File: src/sv/isq_pkg.sv
// ============================================================================
// isq_pkg: shared types and constants for the interval set block
// Request/result structs, table sizing, controller command/status bundles.
// ============================================================================
`default_nettype none
package isq_pkg;

    localparam int MAX_INTERVALS = 16;
    localparam int IDX_W = (MAX_INTERVALS > 1) ? $clog2(MAX_INTERVALS) : 1;
    localparam int CNT_W = $clog2(MAX_INTERVALS + 1);
    localparam int VAL_W = 33;

    localparam logic FUNC_ADD   = 1'b0;
    localparam logic FUNC_QUERY = 1'b1;

    typedef struct packed {
        logic        func;
        logic [31:0] range_a;
        logic [31:0] range_b;
    } req_t;

    typedef struct packed {
        logic contained;
        logic table_full;
    } rsp_t;

    // controller -> datapath
    typedef struct packed {
        logic load;        // capture request, ptr = 0
        logic rd_ptr;      // read entry ptr (registered)
        logic rd_prev;     // read entry ptr-1
        logic rd_lo;       // read entry lo
        logic rd_hi1;      // read entry hi-1
        logic ptr_inc;
        logic ptr_dec;
        logic ptr_to_cnt;
        logic ptr_to_hi;
        logic lo_at_ptr;   // lo = ptr
        logic lo_at_prev;  // lo = ptr-1
        logic hi_at_ptr;   // hi = ptr
        logic hi_at_prev;  // hi = ptr-1
        logic keep_ms;     // ms = min(read start, s)
        logic wr_shift;    // write read entry at ptr
        logic wr_new;      // write new range at lo, count++
        logic wr_merge;    // write merged entry at lo
        logic wr_pack;     // write read entry at ptr-(hi-lo-1)
        logic cnt_pack;    // count -= hi-lo-1
    } cmd_t;

    // datapath -> controller
    typedef struct packed {
        logic is_query;
        logic empty;
        logic ptr_at_n;    // ptr == count
        logic ptr_at_lo;   // ptr == lo
        logic end_lt_s;    // read entry end < s
        logic start_le_e;  // read entry start <= e
        logic covers;      // read entry covers [s,e)
        logic lo_eq_hi;
        logic full;        // count == MAX
    } sts_t;

endpackage
`default_nettype wire

File: src/sv/isq_datapath.sv
// ============================================================================
// isq_datapath: interval table and compare logic
// Holds the table memory, count, pointers and the registered entry read.
// ============================================================================
`default_nettype none
module isq_datapath (
    input  wire             clk,
    input  wire             rst_n,
    input  isq_pkg::req_t   req,
    input  isq_pkg::cmd_t   cmd,
    output isq_pkg::sts_t   sts
);
    localparam int IW = isq_pkg::IDX_W;
    localparam int CW = isq_pkg::CNT_W;
    localparam int VW = isq_pkg::VAL_W;

    logic [VW-1:0] mem_s [isq_pkg::MAX_INTERVALS];
    logic [VW-1:0] mem_e [isq_pkg::MAX_INTERVALS];

    logic [CW-1:0] cnt_reg;
    logic [CW-1:0] ptr_reg;
    logic [CW-1:0] lo_reg, hi_reg;
    logic          func_reg, empty_reg;
    logic [VW-1:0] s_reg, e_reg;
    logic [VW-1:0] rs_reg, re_reg;
    logic [VW-1:0] ms_reg;

    logic [CW-1:0] gap;
    logic [CW-1:0] ptr_prev;
    logic [CW-1:0] wr_addr, rd_addr;
    logic [VW-1:0] wr_s, wr_e;
    logic          wr_en, rd_en;
    logic [VW-1:0] a_ext, b_ext;

    assign gap      = hi_reg - lo_reg - CW'(1);
    assign ptr_prev = ptr_reg - CW'(1);
    assign a_ext    = {1'b0, req.range_a};
    assign b_ext    = {1'b0, req.range_b};
    assign rd_en    = cmd.rd_ptr | cmd.rd_prev | cmd.rd_lo | cmd.rd_hi1;

    // one write port, one read address per cycle
    always_comb
    begin
        wr_en   = 1'b0;
        wr_addr = ptr_reg;
        wr_s    = rs_reg;
        wr_e    = re_reg;
        rd_addr = ptr_reg;
        if (cmd.wr_shift)
        begin
            wr_en   = 1'b1;  // rs/re hold entry ptr-1
        end
        else if (cmd.wr_new)
        begin
            wr_en   = 1'b1;
            wr_addr = lo_reg;
            wr_s    = s_reg;
            wr_e    = e_reg;
        end
        else if (cmd.wr_merge)
        begin
            wr_en   = 1'b1;
            wr_addr = lo_reg;
            wr_s    = ms_reg;
            wr_e    = (re_reg > e_reg) ? re_reg : e_reg;   // re = entry hi-1 end
        end
        else if (cmd.wr_pack)
        begin
            wr_en   = 1'b1;
            wr_addr = ptr_reg - gap;   // rs/re hold entry ptr
        end
        if (cmd.rd_prev)
            rd_addr = ptr_prev;
        else if (cmd.rd_lo)
            rd_addr = lo_reg;
        else if (cmd.rd_hi1)
            rd_addr = hi_reg - CW'(1);
    end

    always_ff @(posedge clk)
    begin
        if (wr_en)
        begin
            mem_s[wr_addr[IW-1:0]] <= wr_s;
            mem_e[wr_addr[IW-1:0]] <= wr_e;
        end
        if (rd_en)
        begin
            rs_reg <= mem_s[rd_addr[IW-1:0]];
            re_reg <= mem_e[rd_addr[IW-1:0]];
        end
        if (cmd.keep_ms)
            ms_reg <= (rs_reg < s_reg) ? rs_reg : s_reg;   // rs = entry lo start
        if (cmd.load)
        begin
            func_reg  <= req.func;
            empty_reg <= (req.range_a == req.range_b);
            if (req.range_a <= req.range_b)
            begin
                s_reg <= a_ext;
                e_reg <= b_ext;
            end
            else
            begin
                s_reg <= b_ext + VW'(1);
                e_reg <= a_ext + VW'(1);
            end
        end
    end

    always_ff @(posedge clk or negedge rst_n)
    begin
        if (!rst_n)
        begin
            cnt_reg <= '0;
            ptr_reg <= '0;
            lo_reg  <= '0;
            hi_reg  <= '0;
        end
        else
        begin
            if (cmd.lo_at_ptr)
                lo_reg <= ptr_reg;
            else if (cmd.lo_at_prev)
                lo_reg <= ptr_prev;
            if (cmd.hi_at_ptr)
                hi_reg <= ptr_reg;
            else if (cmd.hi_at_prev)
                hi_reg <= ptr_prev;
            if (cmd.load)
                ptr_reg <= '0;
            else if (cmd.ptr_inc)
                ptr_reg <= ptr_reg + CW'(1);
            else if (cmd.ptr_dec)
                ptr_reg <= ptr_prev;
            else if (cmd.ptr_to_cnt)
                ptr_reg <= cnt_reg;
            else if (cmd.ptr_to_hi)
                ptr_reg <= hi_reg;
            if (cmd.wr_new)
                cnt_reg <= cnt_reg + CW'(1);
            else if (cmd.cnt_pack)
                cnt_reg <= cnt_reg - gap;
        end
    end

    always_comb
    begin
        sts.is_query   = (func_reg == isq_pkg::FUNC_QUERY);
        sts.empty      = empty_reg;
        sts.ptr_at_n   = (ptr_reg == cnt_reg);
        sts.ptr_at_lo  = (ptr_reg == lo_reg);
        sts.end_lt_s   = (re_reg < s_reg);
        sts.start_le_e = (rs_reg <= e_reg);
        sts.covers     = (rs_reg <= s_reg) && (re_reg >= e_reg);
        sts.lo_eq_hi   = (lo_reg == hi_reg);
        sts.full       = (cnt_reg == CW'(isq_pkg::MAX_INTERVALS));
    end
endmodule
`default_nettype wire

File: src/sv/isq_ctrl.sv
// ============================================================================
// isq_ctrl: sequencer for query, insert and merge passes
// Walks the table one entry at a time through the datapath read port.
// ============================================================================
`default_nettype none
module isq_ctrl (
    input  wire             clk,
    input  wire             rst_n,
    input  wire             in_valid,
    output logic            in_stall,
    output logic            out_valid,
    input  wire             out_stall,
    output isq_pkg::rsp_t   rsp,
    output isq_pkg::cmd_t   cmd,
    input  isq_pkg::sts_t   sts
);
    localparam logic [3:0] S_IDLE  = 4'd0;
    localparam logic [3:0] S_START = 4'd1;
    localparam logic [3:0] S_QRD   = 4'd2;
    localparam logic [3:0] S_QCHK  = 4'd3;   // entry ptr-1 in read regs
    localparam logic [3:0] S_LORD  = 4'd4;
    localparam logic [3:0] S_LOCHK = 4'd5;
    localparam logic [3:0] S_HIRD  = 4'd6;
    localparam logic [3:0] S_HICHK = 4'd7;
    localparam logic [3:0] S_DEC   = 4'd8;   // lo==hi? insert : merge
    localparam logic [3:0] S_INS   = 4'd9;
    localparam logic [3:0] S_INSWR = 4'd10;
    localparam logic [3:0] S_MRDHI = 4'd11;
    localparam logic [3:0] S_MWR   = 4'd12;
    localparam logic [3:0] S_CRD   = 4'd13;
    localparam logic [3:0] S_CWR   = 4'd14;
    localparam logic [3:0] S_OUT   = 4'd15;

    logic [3:0] state_reg, state_next;
    logic       cont_reg, cont_next, full_reg, full_next;

    assign in_stall  = (state_reg != S_IDLE);
    assign out_valid = (state_reg == S_OUT);
    assign rsp.contained  = cont_reg;
    assign rsp.table_full = full_reg;

    always_comb
    begin
        state_next = state_reg;
        cont_next  = cont_reg;
        full_next  = full_reg;
        cmd        = '0;
        case (state_reg)
            S_IDLE:
            begin
                if (in_valid)
                begin
                    cmd.load   = 1'b1;
                    state_next = S_START;
                end
            end
            S_START:
            begin
                cont_next = 1'b0;
                full_next = 1'b0;
                if (sts.empty)
                    state_next = S_OUT;
                else
                    state_next = sts.is_query ? S_QRD : S_LORD;
            end
            S_QRD:
            begin
                if (sts.ptr_at_n)
                    state_next = S_OUT;
                else
                begin
                    cmd.rd_ptr  = 1'b1;
                    cmd.ptr_inc = 1'b1;
                    state_next  = S_QCHK;
                end
            end
            S_QCHK:
            begin
                if (sts.covers)
                begin
                    cont_next  = 1'b1;
                    state_next = S_OUT;
                end
                else
                    state_next = S_QRD;
            end
            S_LORD:
            begin
                if (sts.ptr_at_n)
                begin
                    // every entry ends before s: insert at the tail
                    cmd.lo_at_ptr = 1'b1;
                    cmd.hi_at_ptr = 1'b1;
                    state_next    = S_DEC;
                end
                else
                begin
                    cmd.rd_ptr  = 1'b1;
                    cmd.ptr_inc = 1'b1;
                    state_next  = S_LOCHK;
                end
            end
            S_LOCHK:
            begin
                if (sts.end_lt_s)
                    state_next = S_LORD;
                else
                begin
                    // entry ptr-1 is lo; its start decides whether it joins
                    cmd.lo_at_prev = 1'b1;
                    if (sts.start_le_e)
                    begin
                        cmd.hi_at_ptr = 1'b1;
                        state_next    = S_HIRD;
                    end
                    else
                    begin
                        cmd.hi_at_prev = 1'b1;
                        state_next     = S_DEC;
                    end
                end
            end
            S_HIRD:
            begin
                if (sts.ptr_at_n)
                    state_next = S_DEC;
                else
                begin
                    cmd.rd_ptr  = 1'b1;
                    cmd.ptr_inc = 1'b1;
                    state_next  = S_HICHK;
                end
            end
            S_HICHK:
            begin
                if (sts.start_le_e)
                begin
                    cmd.hi_at_ptr = 1'b1;
                    state_next    = S_HIRD;
                end
                else
                    state_next = S_DEC;
            end
            S_DEC:
            begin
                if (sts.lo_eq_hi)
                begin
                    if (sts.full)
                    begin
                        full_next  = 1'b1;
                        state_next = S_OUT;
                    end
                    else
                    begin
                        cmd.ptr_to_cnt = 1'b1;
                        state_next     = S_INS;
                    end
                end
                else
                begin
                    cmd.rd_lo  = 1'b1;
                    state_next = S_MRDHI;
                end
            end
            S_INS:
            begin
                if (sts.ptr_at_lo)
                begin
                    cmd.wr_new = 1'b1;
                    state_next = S_OUT;
                end
                else
                begin
                    cmd.rd_prev = 1'b1;
                    state_next  = S_INSWR;
                end
            end
            S_INSWR:
            begin
                cmd.wr_shift = 1'b1;
                cmd.ptr_dec  = 1'b1;
                state_next   = S_INS;
            end
            S_MRDHI:
            begin
                cmd.keep_ms = 1'b1;
                cmd.rd_hi1  = 1'b1;
                state_next  = S_MWR;
            end
            S_MWR:
            begin
                cmd.wr_merge  = 1'b1;
                cmd.ptr_to_hi = 1'b1;
                state_next    = S_CRD;
            end
            S_CRD:
            begin
                if (sts.ptr_at_n)
                begin
                    cmd.cnt_pack = 1'b1;
                    state_next   = S_OUT;
                end
                else
                begin
                    cmd.rd_ptr = 1'b1;
                    state_next = S_CWR;
                end
            end
            S_CWR:
            begin
                cmd.wr_pack = 1'b1;
                cmd.ptr_inc = 1'b1;
                state_next  = S_CRD;
            end
            S_OUT:
            begin
                if (!out_stall)
                    state_next = S_IDLE;
            end
            default:
            begin
                state_next = S_IDLE;
            end
        endcase
    end

    always_ff @(posedge clk or negedge rst_n)
    begin
        if (!rst_n)
        begin
            state_reg <= S_IDLE;
            cont_reg  <= 1'b0;
            full_reg  <= 1'b0;
        end
        else
        begin
            state_reg <= state_next;
            cont_reg  <= cont_next;
            full_reg  <= full_next;
        end
    end
endmodule
`default_nettype wire

File: src/sv/interval_set_merge_query.sv
// ============================================================================
// interval_set_merge_query: sorted disjoint interval table, add and query
// Controller plus datapath; one request at a time.
// ============================================================================
// Each request adds a half-open range to the table or asks whether one
// stored interval covers it; exactly one result comes back per request.
// A request holds the block from its accepting cycle until its result has
// been delivered, also while the result is stalled. The cost is set by the
// single registered read port of the table: every entry visited by the
// search, the insert shift or the compaction after a merge is read in a
// read state and checked or written in the state after it. An empty range
// answers without reading the table. The next request is taken in the
// cycle after the result has been delivered.
`default_nettype none
module interval_set_merge_query (
    input  wire             clk,
    input  wire             rst_n,
    input  wire             in_valid,
    output logic            in_stall,
    input  isq_pkg::req_t   in_data,
    output logic            out_valid,
    input  wire             out_stall,
    output isq_pkg::rsp_t   out_data
);
    isq_pkg::cmd_t cmd;
    isq_pkg::sts_t sts;

    isq_ctrl u_ctrl (
        .clk       (clk),
        .rst_n     (rst_n),
        .in_valid  (in_valid),
        .in_stall  (in_stall),
        .out_valid (out_valid),
        .out_stall (out_stall),
        .rsp       (out_data),
        .cmd       (cmd),
        .sts       (sts)
    );

    isq_datapath u_dp (
        .clk   (clk),
        .rst_n (rst_n),
        .req   (in_data),
        .cmd   (cmd),
        .sts   (sts)
    );
endmodule
`default_nettype wire

File: config.mk
export PLATFORM = sky130hd
export DESIGN_NAME = interval_set_merge_query
export DESIGN_NICKNAME = d
export VERILOG_FILES = /design/src/sv/isq_pkg.sv /design/src/sv/isq_datapath.sv /design/src/sv/isq_ctrl.sv /design/src/sv/interval_set_merge_query.sv
export SDC_FILE = /design/constraint.sdc
export NUM_CORES = 2
export LEC_CHECK = 0
export ABC_CLOCK_PERIOD_IN_PS = 11180
export BUFFER_PORTS_ARGS = -buffer_cell sky130_fd_sc_hd__buf_2
export CORE_ASPECT_RATIO = 1.5
export CORE_MARGIN = 2
export CORE_UTILIZATION = 53
export CTS_BUF_LIST = sky130_fd_sc_hd__clkbuf_16
export DETAILED_ROUTE_END_ITERATION = 10
export PLACE_DENSITY = 0.69
export RECOVER_POWER = 25
export REMOVE_ABC_BUFFERS = 1
export SYNTH_ARGS = -nofsm -noshare
export SYNTH_HDL_FRONTEND = slang
export SYNTH_SLANG_ARGS = --single-unit
File: constraint.sdc
create_clock -name clk -period 11.18 [get_ports clk]
set_input_delay 2.236 -clock clk [delete_from_list [all_inputs] [get_ports clk]]
set_output_delay 2.236 -clock clk [all_outputs]
set_load 0.03 [all_outputs]
==> parameters.txt <==
Parameter                              Value

STA
  PnR worst setup slack ... between 3000 and 4000 ps
  Period Utilization, post-route ... 65.2%
  Slew at the pin with the worst max-slew slack ... ~4000 ps
  Setup Skew ... about 48 ps
  Max Transition Viols Final ... 280
  Final worst path period need ... 7290 ps
  Max Clk Rate ... approximately 0.14 GHz
  Setup-failing EPs final ... 0
  Final hold violations ... 0
  Max-slew headroom at the worst pin ... -168%
  Final TNS setup ... 0 ps
  Unrepaired setup endpoints after global routing ... no

Synthesis
  Prevailing post-synth register cell ... edfxtp_1
  Instance count of the mapped netlist ... 3,598
  Cell area after synthesis ... 55,000 µm²
  Yosys cell types ... 68
  Fraction of the yosys area taken by sequential cells ... 68.0%
  Mean cell area of the mapped netlist ... about 15 µm²
  FFs w/ async S/R, synth ... under 10%
  Synth Register Bits ... around 1,200
  Warnings, synthesis ... 0
  Number of enable-type register cells in the synthesized netlist ... between 1,000 and 1,500

Placement
  Post-placement setup slack ... around 5700 ps
  Final HPWL DP ... between 80 and 90 mm
  Number of placed instances, taps included ... slightly below 5,000
  Buffers on Ports ... 72
  Routability congestion estimate from global placement ... between 0.9 and 1

Hold path
  Hold Crit Start ... u_dp.cnt_reg[4]
  Path category of the worst min-delay check ... reg -> reg

Global routing
  Pin count of the biggest net entering global routing ... between 100 and 150
  Global-route total usage across every layer ... a little over a quarter
  Overall overflow remaining after global route ... 0
  Number of antenna violations at the first check in global routing ... 4
  Via count of the first global-routing pass ... around 32,000
  Wire length of the first global-routing pass ... 210 mm

Critical path
  Slowest Stage Delay on Critical Path ... between 2000 and 3000 ps
  Category of the worst setup path capture point ... flop
  Critical Path AT ... 7610 ps
  CP bufs+invs ... 1
  Family with the most delay on the worst path ... compound AO/OA/AOI/OAI gates
  Maximum fanout encountered on the critical timing path ... 36
  Origin of the critical flop-to-flop path ... u_dp.re_reg[31]
  Critical Path Start ... u_dp.re_reg[31]
  Worst endpoint required time ... approximately 11,000 ps
  Worst-path cell chain ... ha_1 > nand4_1 > nor3_1 > o31a_1 > a311oi_1 > o21ai_0 > buf_4 > nand2_1 > o21ai_1
  Nature of the critical path startpoint ... flop
  Highest-delay cell along the critical path ... o21ai_0
  Critical path start-end classification ... reg -> reg

Clocking
  Clock Sinks ... between 1,000 and 1,500
  Maximum level of the CTS H-tree ... 3
  Number of resized instances in the post-cts repair step ... 0
  Cell at the root of the clock tree ... clkbuf_16
  Maximum clock insertion buffer count ... 3
  Clock latency of the later-clocked register in the worst-skew pair ... 740 ps
  Number of buffers added to fix hold violations after cts ... 0
  CTS tree ... done
  Register clock-pin slew on the reported worst setup and hold paths ... about 60 ps
  Clock buffer count from CTS ... 110
  Post-CTS setup buffer count ... 0

Drt
  Number of detailed-routing iterations run before antenna repair ... 5
  Via count ... about 32,000
  Overall routed net length ... about 140 mm
  Routed length per instance ... between 20 and 30 µm
  Post-DR vias/cell ... approximately 6.3
  Number of DRC markers in iteration 0 ... around 3,400
  Residual antenna-violating net count after detailed routing ... 0
  DRC Markers ... 0

Status
  Violated checks ... capacitance limit, slew limit
  Run status ... finished, violations left

Pwr
  Power density over cell area ... roughly 280 nW/µm²
  Net Switching ... about 0.0062 W
  Largest vdd supply drop ... about 0.23 mV
  Combinational cell fraction of total power ... between 30% and 40%
  Sequential cell fraction of total power ... a little over two fifths
  Leakage ... around 24 nW
  Pint ... about 0.011 W
  Fraction of power spent switching nets ... between 30% and 40%
  Share of total power in the clock network ... between 20% and 30%

Floorplanning
  Top-level port count ... 73
  DIE WIDTH ... around 270 µm
  Area of the placeable core ... between 100,000 and 150,000 µm²
  Initial Utilization ... between 50% and 60%
  Die height ... roughly 400 µm
  Number of placement rows ... ~140
  Total die area ... roughly 110,000 µm²

Cells and area
  Signed area change from the synthesized netlist to the final layout ... 10.1%
  Final Net Count ... around 4,000
  Number of standard cells in the final layout excluding fillers ... slightly above 5,000
  Share of layout cells above drive strength 1 ... 10.6%

Flow run
  Max-Cap Viols ... 8
## synth_stat cells, types with 3 or more instances
library cell | count | area, µm²
ha_1 | 180 | 2250
o21ai_0 | 83 | 415
o22ai_1 | 136 | 851
clkbuf_1 | 64 | 240
nor2b_1 | 13 | 81.3
nand2_1 | 203 | 762
o22a_1 | 67 | 587
edfxtp_1 | 1223 | 36700
nor3_1 | 27 | 135
inv_1 | 127 | 477
o221ai_1 | 72 | 631
and3_1 | 20 | 125
buf_6 | 15 | 169
mux2_2 | 70 | 788
and2_1 | 4 | 25.0
dfrtp_1 | 26 | 651
o221a_2 | 3 | 33.8
buf_4 | 8 | 60.1
fa_1 | 3 | 60.1
xor2_1 | 24 | 210
nand2b_1 | 5 | 31.3
nand4_1 | 44 | 275
or3_1 | 70 | 438
buf_2 | 74 | 370
and4_1 | 7 | 61.3
a31oi_1 | 35 | 219
a221oi_1 | 4 | 35.0
nor2_1 | 110 | 413
nor4_1 | 12 | 75.1
o211ai_1 | 12 | 90.1
or2_2 | 4 | 25.0
xnor2_1 | 62 | 543
or4_1 | 3 | 22.5
mux2i_1 | 569 | 5700
o21ai_1 | 7 | 35.0
o21a_1 | 5 | 37.5
nand3_1 | 44 | 220
a21o_1 | 35 | 263
buf_1 | 10 | 37.5
a211oi_1 | 14 | 105
a21oi_1 | 68 | 340
## area by class of cell
| class | instances | area (µm²) |
|---|---|---|
| Clock inverter | 94 | 828 |
| Inverter | 127 | 477 |
| Sequential cell | 1249 | 37400 |
| Fill cell | 7824 | 42200 |
| Clock buffer | 110 | 2750 |
| Tap cell | 1314 | 1640 |
| Timing Repair Buffer | 165 | 985 |
| Multi-Input combinational cell | 2051 | 16500 |
| Antenna cell | 3 | 7.51 |
## final timing paths
check / end / slack, ps / cells after the start
setup / recovery: u_dp.mem_e[5][19] / 3890 / 9
hold / removal: u_dp.cnt_reg[4] / 550 / 1
setup reg to reg: u_dp.mem_e[5][19] / 3890 / 9
hold reg to reg: u_dp.cnt_reg[4] / 550 / 1
max in group asynchronous: u_dp.cnt_reg[3] / 8370 / 1
min in group asynchronous: u_dp.ptr_reg[3] / 1890 / 1
## worst reg2reg max path, delay by kind of cell, from the launching register on
kind	cells	cell delay (ps)
adders and majority gates	1	380
DFF	1	570
and+or+nand+nor	3	1210
AOI/OAI and AO/OA	4	3990
buffers and inverters	1	720
## metrics by stage
step	hold WS (ps)	instance area (µm²)	utilization [%]	total power, W
floorplan	501	54100	-	0.0116
global placement	527	57100	55.6	0.0133
CTS	550	60700	59.1	0.0171
detailed placement	528	57100	55.6	0.0134
global route	595	60500	58.9	0.0178
finish	548	60500	58.9	0.0171
## metal layers
metal / share of wire (%) / vias to the layer above / track usage, %
li1: - / 14300 / -
met1: 39 / 16400 / 35.4
met2: 50 / 1401 / 46.5
met3: 7.2 / 316 / 3.74
met4: 4.2 / 4 / 11.1
met5: 0.018 / - / 0
## power groups by stage
stage | Sequential (W) | Combinational (W) | Clock, W
after detailed placement | 0.00718 | 0.00623 | 0
final | 0.00713 | 0.00623 | 0.00374
after global placement | 0.00717 | 0.00612 | 0
after global routing | 0.00715 | 0.00672 | 0.00396
after CTS | 0.00709 | 0.00626 | 0.00378
after floorplan | 0.00703 | 0.00461 | 0
## cells by family after synthesis
group                      Yosys count  share of synthesized area, %
DFF                               1249                          68.0
AOI/OAI and AO/OA                  568                          7.08
buffers and inverters              298                          2.46
and+or+nand+nor                    574                          5.04
xor gates and xnor gates            86                          1.37
muxes                              640                          11.8
adders and majority gates          183                          4.21
## cell usage in the layout, fill, tap and decap left out, drive strengths merged, types with 8 or more instances in the layout
| cell | Yosys | final |
|---|---|---|
| dfrtp | 26 | 26 |
| mux2i | 569 | 569 |
| nand3 | 44 | 44 |
| and3 | 20 | 20 |
| nor2b | 13 | 13 |
| a21oi | 69 | 69 |
| bufinv | 0 | 9 |
| o211ai | 12 | 12 |
| inv | 127 | 152 |
| xnor2 | 62 | 62 |
| xor2 | 24 | 24 |
| o21ai | 90 | 90 |
| nand2 | 203 | 203 |
| nor2 | 110 | 110 |
| a211oi | 14 | 14 |
| edfxtp | 1223 | 1223 |
| buf | 107 | 132 |
| nand4 | 44 | 44 |
| or3 | 70 | 70 |
| mux2 | 71 | 71 |
| clkinvlp | 0 | 8 |
| nor4 | 12 | 12 |
| clkbuf | 64 | 143 |
| nor3 | 27 | 27 |
| o221ai | 72 | 72 |
| o22a | 67 | 67 |
| a21o | 35 | 35 |
| ha | 180 | 180 |
| a31oi | 35 | 35 |
| clkinv | 0 | 52 |
| o22ai | 136 | 136 |
No activity file was read; power rests on OpenSTA's default activity.
